`src/rtl/abop_pkg.sv`:
```
// shared codes, field layout and widths for the bump offset planner
package abop_pkg;

	// opcodes
	localparam logic [1:0] OP_CLEAR  = 2'd0;
	localparam logic [1:0] OP_APPEND = 2'd1;
	localparam logic [1:0] OP_FINISH = 2'd2;
	localparam logic [1:0] OP_LOOKUP = 2'd3;

	// result status codes
	localparam logic [2:0] ST_OK          = 3'd0;
	localparam logic [2:0] ST_INVALID     = 3'd1;
	localparam logic [2:0] ST_FULL        = 3'd2;
	localparam logic [2:0] ST_MISSING     = 3'd3;
	localparam logic [2:0] ST_ARENA_SIZE  = 3'd4;
	localparam logic [2:0] ST_ARENA_ALIGN = 3'd5;

	// configuration register indexes
	localparam int CFG_INDEX_W = 2;
	localparam logic [CFG_INDEX_W-1:0] REG_ARENA_ATTACHED = 2'd0;
	localparam logic [CFG_INDEX_W-1:0] REG_ARENA_BYTES    = 2'd1;
	localparam logic [CFG_INDEX_W-1:0] REG_ARENA_ALIGN    = 2'd2;

	// field widths
	localparam int OPCODE_W = 2;
	localparam int NODE_TAG_W = 16;
	localparam int WORD_W = 32;
	localparam int STATUS_W = 3;

	// input beat layout
	localparam int IN_OPCODE_LSB = 0;
	localparam int IN_TAG_LSB    = IN_OPCODE_LSB + OPCODE_W;
	localparam int IN_BYTES_LSB  = IN_TAG_LSB + NODE_TAG_W;
	localparam int IN_ALIGN_LSB  = IN_BYTES_LSB + WORD_W;
	localparam int IN_USED_W     = IN_ALIGN_LSB + WORD_W;
	localparam int IN_TDATA_W    = ((IN_USED_W + 7) / 8) * 8;

	// output beat layout
	localparam int OUT_STATUS_LSB  = 0;
	localparam int OUT_OFFSET_LSB  = OUT_STATUS_LSB + STATUS_W;
	localparam int OUT_TOTAL_LSB   = OUT_OFFSET_LSB + WORD_W;
	localparam int OUT_LARGEST_LSB = OUT_TOTAL_LSB + WORD_W;
	localparam int OUT_USED_W      = OUT_LARGEST_LSB + WORD_W;
	localparam int OUT_TDATA_W     = ((OUT_USED_W + 7) / 8) * 8;

endpackage

```
`src/rtl/abop_ram.sv`:
```
// generic single write port ram with registered read
module abop_ram #(
	parameter int WIDTH = 8,
	parameter int DEPTH = 16
) (
	input  logic                                 clk,
	input  logic                                 wr_en,
	input  logic [(DEPTH > 1 ? $clog2(DEPTH) : 1)-1:0] wr_addr,
	input  logic [WIDTH-1:0]                     wr_data,
	input  logic                                 rd_en,
	input  logic [(DEPTH > 1 ? $clog2(DEPTH) : 1)-1:0] rd_addr,
	output logic [WIDTH-1:0]                     rd_data
);
	logic [WIDTH-1:0] mem_q [DEPTH];
	logic [WIDTH-1:0] rd_data_q;

	always_ff @(posedge clk) begin
		if (wr_en) begin
			mem_q[wr_addr] <= wr_data;
		end
		if (rd_en) begin
			rd_data_q <= mem_q[rd_addr];
		end
	end

	assign rd_data = rd_data_q;
endmodule

```
`src/rtl/aligned_bump_offset_planner.sv`:
```
// top level: bump allocation planner with record table and sequenced shared adder
//
// channel  dir  handshake                  payload
// s_       in   s_tvalid / s_tready        s_tdata: opcode, node_tag, request_bytes, request_align
// m_       out  m_tvalid / m_tready        m_tdata: status, offset, total_bytes, largest_align
// cfg_     in   cfg_valid / cfg_ready      cfg_index, cfg_data
//
// one item at a time; s_tready is high only while the sequencer is idle
// clear, and finish without arena, go straight to the result; finish with arena checks size, then alignment;
// append steps through mask, round, end and max; a failing check ends either item early
// lookup: reads and compares one record at a time (single ram read port, registered read),
// scanning at most MAX_ENTRIES records
// a finished result waits in the output register; the sequencer holds until it is free
// reset clears the plan at once through the record count; no clearing pass
module aligned_bump_offset_planner #(
	parameter int MAX_ENTRIES = 64,
	parameter int ADDR_BITS = 32,
	parameter int TAG_BITS = 16
) (
	input  logic                                  clk,
	input  logic                                  arst_n,
	input  logic                                  s_tvalid,
	output logic                                  s_tready,
	// opcode, node_tag, request_bytes, request_align (from bit 0 up), zero padded
	input  logic [abop_pkg::IN_TDATA_W-1:0]       s_tdata,
	output logic                                  m_tvalid,
	input  logic                                  m_tready,
	// status, offset, total_bytes, largest_align (from bit 0 up), zero padded
	output logic [abop_pkg::OUT_TDATA_W-1:0]      m_tdata,
	input  logic                                  cfg_valid,
	output logic                                  cfg_ready,
	input  logic [abop_pkg::CFG_INDEX_W-1:0]      cfg_index,
	input  logic [abop_pkg::WORD_W-1:0]           cfg_data
);
	import abop_pkg::*;

	localparam int WW = (ADDR_BITS > WORD_W) ? ADDR_BITS : WORD_W;
	localparam int CNT_W = $clog2(MAX_ENTRIES + 1);
	localparam int IDX_W = (MAX_ENTRIES > 1) ? $clog2(MAX_ENTRIES) : 1;
	localparam int REC_W = TAG_BITS + ADDR_BITS;

	localparam logic [3:0] S_IDLE    = 4'd0;
	localparam logic [3:0] S_A_MASK  = 4'd1;
	localparam logic [3:0] S_A_RND   = 4'd2;
	localparam logic [3:0] S_A_END   = 4'd3;
	localparam logic [3:0] S_A_MAX   = 4'd4;
	localparam logic [3:0] S_F_SIZE  = 4'd5;
	localparam logic [3:0] S_F_ALIGN = 4'd6;
	localparam logic [3:0] S_L_READ  = 4'd7;
	localparam logic [3:0] S_L_CMP   = 4'd8;
	localparam logic [3:0] S_DONE    = 4'd9;

	// control state
	logic [3:0]        state_q, state_d;
	logic [CNT_W-1:0]  count_q;
	logic [ADDR_BITS-1:0] total_q;
	logic [WORD_W-1:0] max_q;
	logic              arena_attached_q;
	logic [WORD_W-1:0] arena_bytes_q;
	logic [WORD_W-1:0] arena_align_q;
	logic              m_tvalid_q;

	// item payload and working registers
	logic [TAG_BITS-1:0]  tag_q;
	logic [WORD_W-1:0]    size_q;
	logic [WORD_W-1:0]    align_q;
	logic [WW-1:0]        mask_q;
	logic [WW:0]          rnd_q;
	logic [WW:0]          end_q;
	logic [ADDR_BITS-1:0] start_q;
	logic [CNT_W-1:0]     idx_q;
	logic [STATUS_W-1:0]  res_status_q;
	logic [ADDR_BITS-1:0] res_off_q;
	logic [OUT_TDATA_W-1:0] m_tdata_q;

	// shared adder
	logic [WW-1:0] alu_a, alu_b;
	logic          alu_cin;
	logic [WW:0]   alu_sum;

	logic s_accept, out_free;
	logic [OPCODE_W-1:0] op_in;
	logic do_clear, do_commit, res_load, idx_step;
	logic [STATUS_W-1:0]  res_status_d;
	logic [ADDR_BITS-1:0] res_off_d;
	logic bad_req, rnd_ovf, end_ovf, table_full, rec_match, scan_last;
	logic [WW-1:0] start_w;
	logic [CNT_W-1:0] idx_nx;
	logic [REC_W-1:0] rd_data;
	logic [WW-1:0] off_ext, total_ext;

	assign s_tready = (state_q == S_IDLE);
	assign s_accept = s_tvalid && s_tready;
	assign op_in = s_tdata[IN_OPCODE_LSB +: OPCODE_W];
	assign out_free = !m_tvalid_q || m_tready;
	assign cfg_ready = 1'b1;

	assign bad_req = (size_q == '0) || (align_q == '0) || ((align_q & mask_q[WORD_W-1:0]) != '0);
	assign rnd_ovf = (rnd_q[WW:ADDR_BITS] != '0);
	assign end_ovf = (end_q[WW:ADDR_BITS] != '0);
	assign table_full = (count_q >= CNT_W'(MAX_ENTRIES));
	assign start_w = rnd_q[WW-1:0] & ~mask_q;
	assign idx_nx = idx_q + CNT_W'(1);
	assign scan_last = (idx_nx == count_q);
	assign rec_match = (rd_data[ADDR_BITS +: TAG_BITS] == tag_q);

	always_comb begin
		alu_a = '0;
		alu_b = '0;
		alu_cin = 1'b0;
		unique case (state_q)
			S_A_MASK: begin
				// align - 1
				alu_a = WW'(align_q);
				alu_b = '1;
			end
			S_A_RND: begin
				alu_a = WW'(total_q);
				alu_b = mask_q;
			end
			S_A_END: begin
				alu_a = start_w;
				alu_b = WW'(size_q);
			end
			S_A_MAX: begin
				// carry set when max >= align
				alu_a = WW'(max_q);
				alu_b = ~WW'(align_q);
				alu_cin = 1'b1;
			end
			S_F_SIZE: begin
				alu_a = WW'(arena_bytes_q);
				alu_b = ~WW'(total_q);
				alu_cin = 1'b1;
			end
			S_F_ALIGN: begin
				alu_a = WW'(arena_align_q);
				alu_b = ~WW'(max_q);
				alu_cin = 1'b1;
			end
			default: begin
				alu_a = '0;
			end
		endcase
	end

	assign alu_sum = {1'b0, alu_a} + {1'b0, alu_b} + (WW + 1)'(alu_cin);

	always_comb begin
		state_d = state_q;
		do_clear = 1'b0;
		do_commit = 1'b0;
		res_load = 1'b0;
		idx_step = 1'b0;
		res_status_d = ST_OK;
		res_off_d = '0;
		unique case (state_q)
			S_IDLE: begin
				if (s_accept) begin
					unique case (op_in)
						OP_CLEAR: begin
							do_clear = 1'b1;
							res_load = 1'b1;
							state_d = S_DONE;
						end
						OP_APPEND: begin
							state_d = S_A_MASK;
						end
						OP_FINISH: begin
							if (arena_attached_q) begin
								state_d = S_F_SIZE;
							end else begin
								res_load = 1'b1;
								state_d = S_DONE;
							end
						end
						default: begin
							if (count_q == '0) begin
								res_load = 1'b1;
								res_status_d = ST_MISSING;
								state_d = S_DONE;
							end else begin
								state_d = S_L_READ;
							end
						end
					endcase
				end
			end
			S_A_MASK: begin
				state_d = S_A_RND;
			end
			S_A_RND: begin
				if (bad_req) begin
					do_clear = 1'b1;
					res_load = 1'b1;
					res_status_d = ST_INVALID;
					state_d = S_DONE;
				end else begin
					state_d = S_A_END;
				end
			end
			S_A_END: begin
				if (rnd_ovf) begin
					do_clear = 1'b1;
					res_load = 1'b1;
					res_status_d = ST_INVALID;
					state_d = S_DONE;
				end else begin
					state_d = S_A_MAX;
				end
			end
			S_A_MAX: begin
				res_load = 1'b1;
				state_d = S_DONE;
				if (end_ovf) begin
					do_clear = 1'b1;
					res_status_d = ST_INVALID;
				end else if (table_full) begin
					do_clear = 1'b1;
					res_status_d = ST_FULL;
				end else begin
					do_commit = 1'b1;
					res_off_d = start_q;
				end
			end
			S_F_SIZE: begin
				if (!alu_sum[WW]) begin
					do_clear = 1'b1;
					res_load = 1'b1;
					res_status_d = ST_ARENA_SIZE;
					state_d = S_DONE;
				end else begin
					state_d = S_F_ALIGN;
				end
			end
			S_F_ALIGN: begin
				res_load = 1'b1;
				state_d = S_DONE;
				if (!alu_sum[WW]) begin
					do_clear = 1'b1;
					res_status_d = ST_ARENA_ALIGN;
				end
			end
			S_L_READ: begin
				state_d = S_L_CMP;
			end
			S_L_CMP: begin
				if (rec_match) begin
					res_load = 1'b1;
					res_off_d = rd_data[ADDR_BITS-1:0];
					state_d = S_DONE;
				end else if (scan_last) begin
					res_load = 1'b1;
					res_status_d = ST_MISSING;
					state_d = S_DONE;
				end else begin
					idx_step = 1'b1;
					state_d = S_L_READ;
				end
			end
			S_DONE: begin
				if (out_free) begin
					state_d = S_IDLE;
				end
			end
			default: begin
				state_d = S_IDLE;
			end
		endcase
	end

	always_ff @(posedge clk or negedge arst_n) begin
		if (!arst_n) begin
			state_q <= S_IDLE;
			count_q <= '0;
			total_q <= '0;
			max_q <= '0;
			arena_attached_q <= 1'b0;
			arena_bytes_q <= '0;
			arena_align_q <= WORD_W'(1);
			m_tvalid_q <= 1'b0;
		end else begin
			state_q <= state_d;
			if (do_clear) begin
				count_q <= '0;
				total_q <= '0;
				max_q <= '0;
			end else if (do_commit) begin
				count_q <= count_q + CNT_W'(1);
				total_q <= end_q[ADDR_BITS-1:0];
				if (!alu_sum[WW]) begin
					max_q <= align_q;
				end
			end
			if (cfg_valid && cfg_ready) begin
				unique case (cfg_index)
					REG_ARENA_ATTACHED: arena_attached_q <= cfg_data[0];
					REG_ARENA_BYTES:    arena_bytes_q <= cfg_data;
					REG_ARENA_ALIGN:    arena_align_q <= cfg_data;
					default:            arena_attached_q <= arena_attached_q;
				endcase
			end
			if (state_q == S_DONE && out_free) begin
				m_tvalid_q <= 1'b1;
			end else if (m_tready) begin
				m_tvalid_q <= 1'b0;
			end
		end
	end

	assign off_ext = WW'(res_off_q);
	assign total_ext = WW'(total_q);

	always_ff @(posedge clk) begin
		if (s_accept) begin
			tag_q <= TAG_BITS'(s_tdata[IN_TAG_LSB +: NODE_TAG_W]);
			size_q <= s_tdata[IN_BYTES_LSB +: WORD_W];
			align_q <= s_tdata[IN_ALIGN_LSB +: WORD_W];
			idx_q <= '0;
		end else if (idx_step) begin
			idx_q <= idx_nx;
		end
		if (state_q == S_A_MASK) begin
			mask_q <= alu_sum[WW-1:0];
		end
		if (state_q == S_A_RND) begin
			rnd_q <= alu_sum;
		end
		if (state_q == S_A_END) begin
			end_q <= alu_sum;
			start_q <= start_w[ADDR_BITS-1:0];
		end
		if (res_load) begin
			res_status_q <= res_status_d;
			res_off_q <= res_off_d;
		end
		if (state_q == S_DONE && out_free) begin
			m_tdata_q <= OUT_TDATA_W'({max_q, total_ext[WORD_W-1:0],
				off_ext[WORD_W-1:0], res_status_q});
		end
	end

	assign m_tvalid = m_tvalid_q;
	assign m_tdata = m_tdata_q;

	// record table: tag above offset
	abop_ram #(
		.WIDTH(REC_W),
		.DEPTH(MAX_ENTRIES)
	) u_records (
		.clk(clk),
		.wr_en(do_commit),
		.wr_addr(count_q[IDX_W-1:0]),
		.wr_data({tag_q, start_q}),
		.rd_en(state_q == S_L_READ),
		.rd_addr(idx_q[IDX_W-1:0]),
		.rd_data(rd_data)
	);

	a_count_bound: assert property (@(posedge clk) disable iff (!arst_n)
		count_q <= CNT_W'(MAX_ENTRIES))
		else $error("record count beyond table depth");

	a_max_pow2: assert property (@(posedge clk) disable iff (!arst_n)
		$onehot0(max_q))
		else $error("largest alignment is not a power of two");

	a_err_clears: assert property (@(posedge clk) disable iff (!arst_n)
		(m_tvalid && (m_tdata[OUT_STATUS_LSB +: STATUS_W] == ST_INVALID
			|| m_tdata[OUT_STATUS_LSB +: STATUS_W] == ST_FULL
			|| m_tdata[OUT_STATUS_LSB +: STATUS_W] == ST_ARENA_SIZE
			|| m_tdata[OUT_STATUS_LSB +: STATUS_W] == ST_ARENA_ALIGN))
		|-> (m_tdata[OUT_TOTAL_LSB +: WORD_W] == '0
			&& m_tdata[OUT_LARGEST_LSB +: WORD_W] == '0))
		else $error("failed item left a nonzero plan");

	a_commit_fits: assert property (@(posedge clk) disable iff (!arst_n)
		do_commit |=> (count_q != '0))
		else $error("append commit did not record an entry");
endmodule

```
`config.mk`:
```
export PLATFORM = sky130hd
export DESIGN_NAME = aligned_bump_offset_planner
export DESIGN_NICKNAME = d
export VERILOG_FILES = /design/src/rtl/abop_pkg.sv /design/src/rtl/abop_ram.sv /design/src/rtl/aligned_bump_offset_planner.sv
export SDC_FILE = /design/constraint.sdc
export NUM_CORES = 2
export LEC_CHECK = 0
export BUFFER_PORTS_ARGS = -buffer_cell sky130_fd_sc_hd__buf_2
export CAP_MARGIN = 20
export CORE_MARGIN = 3
export CORE_UTILIZATION = 50
export DETAILED_ROUTE_END_ITERATION = 6
export HOLD_SLACK_MARGIN = 0.1
export PLACE_DENSITY = 0.73
export SLEW_MARGIN = 20
export SYNTH_ARGS = -nofsm -noshare
export SYNTH_HDL_FRONTEND = slang
export SYNTH_SLANG_ARGS = --single-unit
```
`constraint.sdc`:
```
create_clock -name clk -period 18.8 [get_ports clk]
set_input_delay 3.76 -clock clk [delete_from_list [all_inputs] [get_ports clk]]
set_output_delay 3.76 -clock clk [all_outputs]
set_load 0.01 [all_outputs]
```
==> impl_results.md <==
* Hold Slack at 0.405 ns
* Slowest cell delay on critical path at 0.62 ns
* Post-Route WL at 395000 um
* DRT iter0 DRCs at 12500
* Static leakage at 49.6 nW
* Count leader, synth: edfxtp_1
* Slew HR at 21.3%
* Vias per cell at 6.74
* Via count at 75900
* Total track usage at 27.1%
* Skew-Pair Late Insertion Delay at 0.91 ns
* Fraction of registers with async set/reset at 3.90%
* Post-cts resize count at 0
* Synth Area in Compound Gates at 5.21%
* Post-Synth XOR/XNOR Area at 0.382%
* Die area at 286000 um^2
* Mux cell area share after synthesis at 13.8%
* Setup Total Neg Slack at 0 ns
* P&R area growth vs syn at 12.6%
* Final instance area at 157000 um^2
* Fin crit share at 31.8%
* Placed cell areas at 146000 um^2
* Io pins at 234
* Synth Warn # at 0
* Post CTS Setup Buffer Count at 0
* TritonCTS Sinks at 3612
* Peak VDD IR at 0.0976 mV
* Critical Path AT at 6.49 ns
* FF-to-FF Start: state_q[3]
* Chip Height at 535 um
* Global-route wire length before repair at 551000 um
* Element type at the critical path end: register
* Vias in the first global route at 73200
* Initial Util at 50.4%
* Final #Nets at 7432
* Synth Instances at 6864
* Synth Flop Type: edfxtp_1
* Pwr dens at 134 nW/um^2
* Top cells by count, synth: edfxtp_1, mux4_2, mux2i_1, o221ai_1, a21oi_1
* CTS Buf Count at 347
* Skew final at 0.0456 ns
* Switching part of the total at 27.4%
* CTS tree: done
* I/O Buffers at 221
* Min cycle time layout at 5.98 ns
* Area share of fa/ha/maj cells after synthesis at 0.333%
* Hold Violations, Final at 0
* Max clock buf depth at 4
* Post-synth EDFFs at 3464
* First-pass DRT Iterations at 7
* Synth unique cells at 70
* Dpl hpwl at 205000 um
* Synth Register Bits at 3612
* CP startpoint kind: register
* Crit-path cells: nor2b_1, nand2_1, buf_4, o21ai_0, a211oi_1, o221ai_1, fa_1, fa_1, a211oi_2, o211ai_2, nand2_1, o31ai_4, and4b_4, o31ai_1, nand2b_1, o211ai_1, buf_4
* Hold path start: off_ext[2]
* Root Buffer: clkbuf_16
* Initial antenna violation count at 12
* Num rows at 193
* Routed Antenna Nets at 0
* Syn avg cell area at 20.4 um^2
* Fmax at 167 MHz
* Worst Path Max Fanout at 33
* CP required at 19.31 ns
* DRC at 0
* Grt ovf at 0
* Yosys top cell by area: edfxtp_1
* Outcome: finished clean
* Seq pwr share at 46.7%
* Htree depth at 5
* Post-CTS Hold Fix Bufs at 0
* Psw at 0.00579 W
* Die X at 535 um
* RD Place Congestion at 0.911
* RSZ-0062 raised after global routing: false
* Main combinational cell family by area after synthesis: multiplexers
* Tightest Pin Transition at 1.18 ns
* Count of final setup violators at 0
* Worst Hold Class: register to register
* Pins over their slew limit at 0
* CP Class: register to register
* Top cell type's share of synthesized area at 74.4%
* Post-synthesis simple-gate area fraction at 1.83%
* Core area at 277000 um^2
* Sequential area share after synthesis at 77.0%
* Largest net degree at the start of global routing at 136
* Layout cell share with drive strength beyond 1 at 23.2%
* Synth Cell Area at 140000 um^2
* Slowest cell on the critical path: dfrtp_1
* Launch point of the critical path: state_q[3]
* Avg WL per Cell at 35.0 um
* MaxCap Viol Count at 0
* Power Internal at 0.0153 W
* Synth top area cells: edfxtp_1, mux4_2, mux2i_1
* Clock power share at 32.9%
* Clock slew seen by the registers of the worst setup and hold paths at 0.06 ns
* Comb pwr share at 20.4%
## cells in the final DEF (no fill, tap or decap), types with 10 or more instances in the layout
cell type	synthesis	final
a211oi_1	64	64
a21o_1	12	12
a21oi_1	224	224
a21oi_2	11	11
a22o_1	68	68
a22oi_1	105	105
buf_12	0	11
buf_2	102	220
buf_4	46	210
bufinv_16	0	35
clkbuf_1	183	64
clkbuf_16	0	358
clkinv_1	0	74
clkinv_2	0	63
clkinvlp_4	0	11
dfrtp_1	140	140
diode_2	0	10
edfxtp_1	3464	3464
ha_1	34	34
inv_1	15	14
mux2_2	67	67
mux2i_1	447	447
mux4_2	625	625
nand2_1	222	219
nand2b_1	12	11
nand3_1	51	51
nand4_1	14	14
nor2_1	135	67
nor2_4	0	67
nor2b_1	43	42
nor4_1	20	20
o21ai_0	117	117
o221ai_1	238	238
o22ai_1	156	156
xnor2_1	34	34
xor2_1	27	27
## power groups by stage
stage | registers, W | logic [W] | clock network, W
after floorplan | 0.0101 | 0.00302 | 0
after global placement | 0.0100 | 0.00416 | 0
after detailed placement | 0.0100 | 0.00425 | 0
after CTS | 0.00986 | 0.00428 | 0.00702
after global routing | 0.00988 | 0.00459 | 0.00731
final | 0.00987 | 0.00431 | 0.00696
## per-layer routing
metal	track usage, %	vias up	part of all wire [%]
met4	10.7	6	4.2
met3	6.59	952	13
met1	37.2	39400	35
met5	0	-	0.011
met2	42.3	5919	47
li1	-	29600	-
## per-stage QoR
stage	util, %	std cells	worst slack [ns]	total power (W)
floorplan	-	6868	9.96	0.0131
global placement	52.6	10600	12.76	0.0142
detailed placement	52.7	10600	12.66	0.0143
CTS	56.7	11300	12.87	0.0212
global route	56.8	11300	12.36	0.0218
finish	56.8	11300	12.82	0.0211
## flip-flops by register name, summed over array words and instances, names as in the netlist, 7 cells and up
name	flops
max_q	32
m_tdata	99
tag_q	16
u_records.mem_q	3072
mask_q	32
u_records.rd_data	48
off_ext	32
idx_q	7
rnd_q	33
count_q	7
total_ext	32
start_q	32
end_q	33
size_q	32
align_q	32
arena_align_q	32
arena_bytes_q	32
## worst paths after layout
path | endpoint | slack, ns | cells past startpoint
max | off_ext[25] | 12.82 | 17
min | m_tdata[5] | 0.41 | 0
max reg2reg | off_ext[25] | 12.82 | 17
min reg2reg | m_tdata[5] | 0.41 | 0
max in group asynchronous | arena_bytes_q[25] | 14.39 | 2
min in group asynchronous | arena_bytes_q[1] | 2.88 | 1
## final cells by class
type,count,area (um^2)
fillers,19600,120000
repair buffers,448,3070
diodes,10,25.0
well taps,3705,4640
flip-flops and latches,3612,108000
multi-input cells,2845,30700
clock buffers,427,9270
inverters,15,63.8
clock inverters,202,1970
## logic make-up after synthesis
group                      after synthesis
xor gates and xnor gates                61
other                                    2
muxes                                 1139
adders and majority gates               36
DFF                                   3612
and+or+nand+nor                        556
buffers and inverters                  411
AOI/OAI and AO/OA                     1047
## worst max-delay path: cells and delay by family, from the launching register on
family | cells | cell delay (ns)
AO/OA/AOI/OAI | 8 | 1.93
buffers and inverters | 2 | 0.86
adder cells (fa/ha/maj) | 2 | 1.04
flip-flops | 1 | 0.62
AND/OR/NAND/NOR | 5 | 1.08
Note: power is estimated with default switching activity, not from simulation.
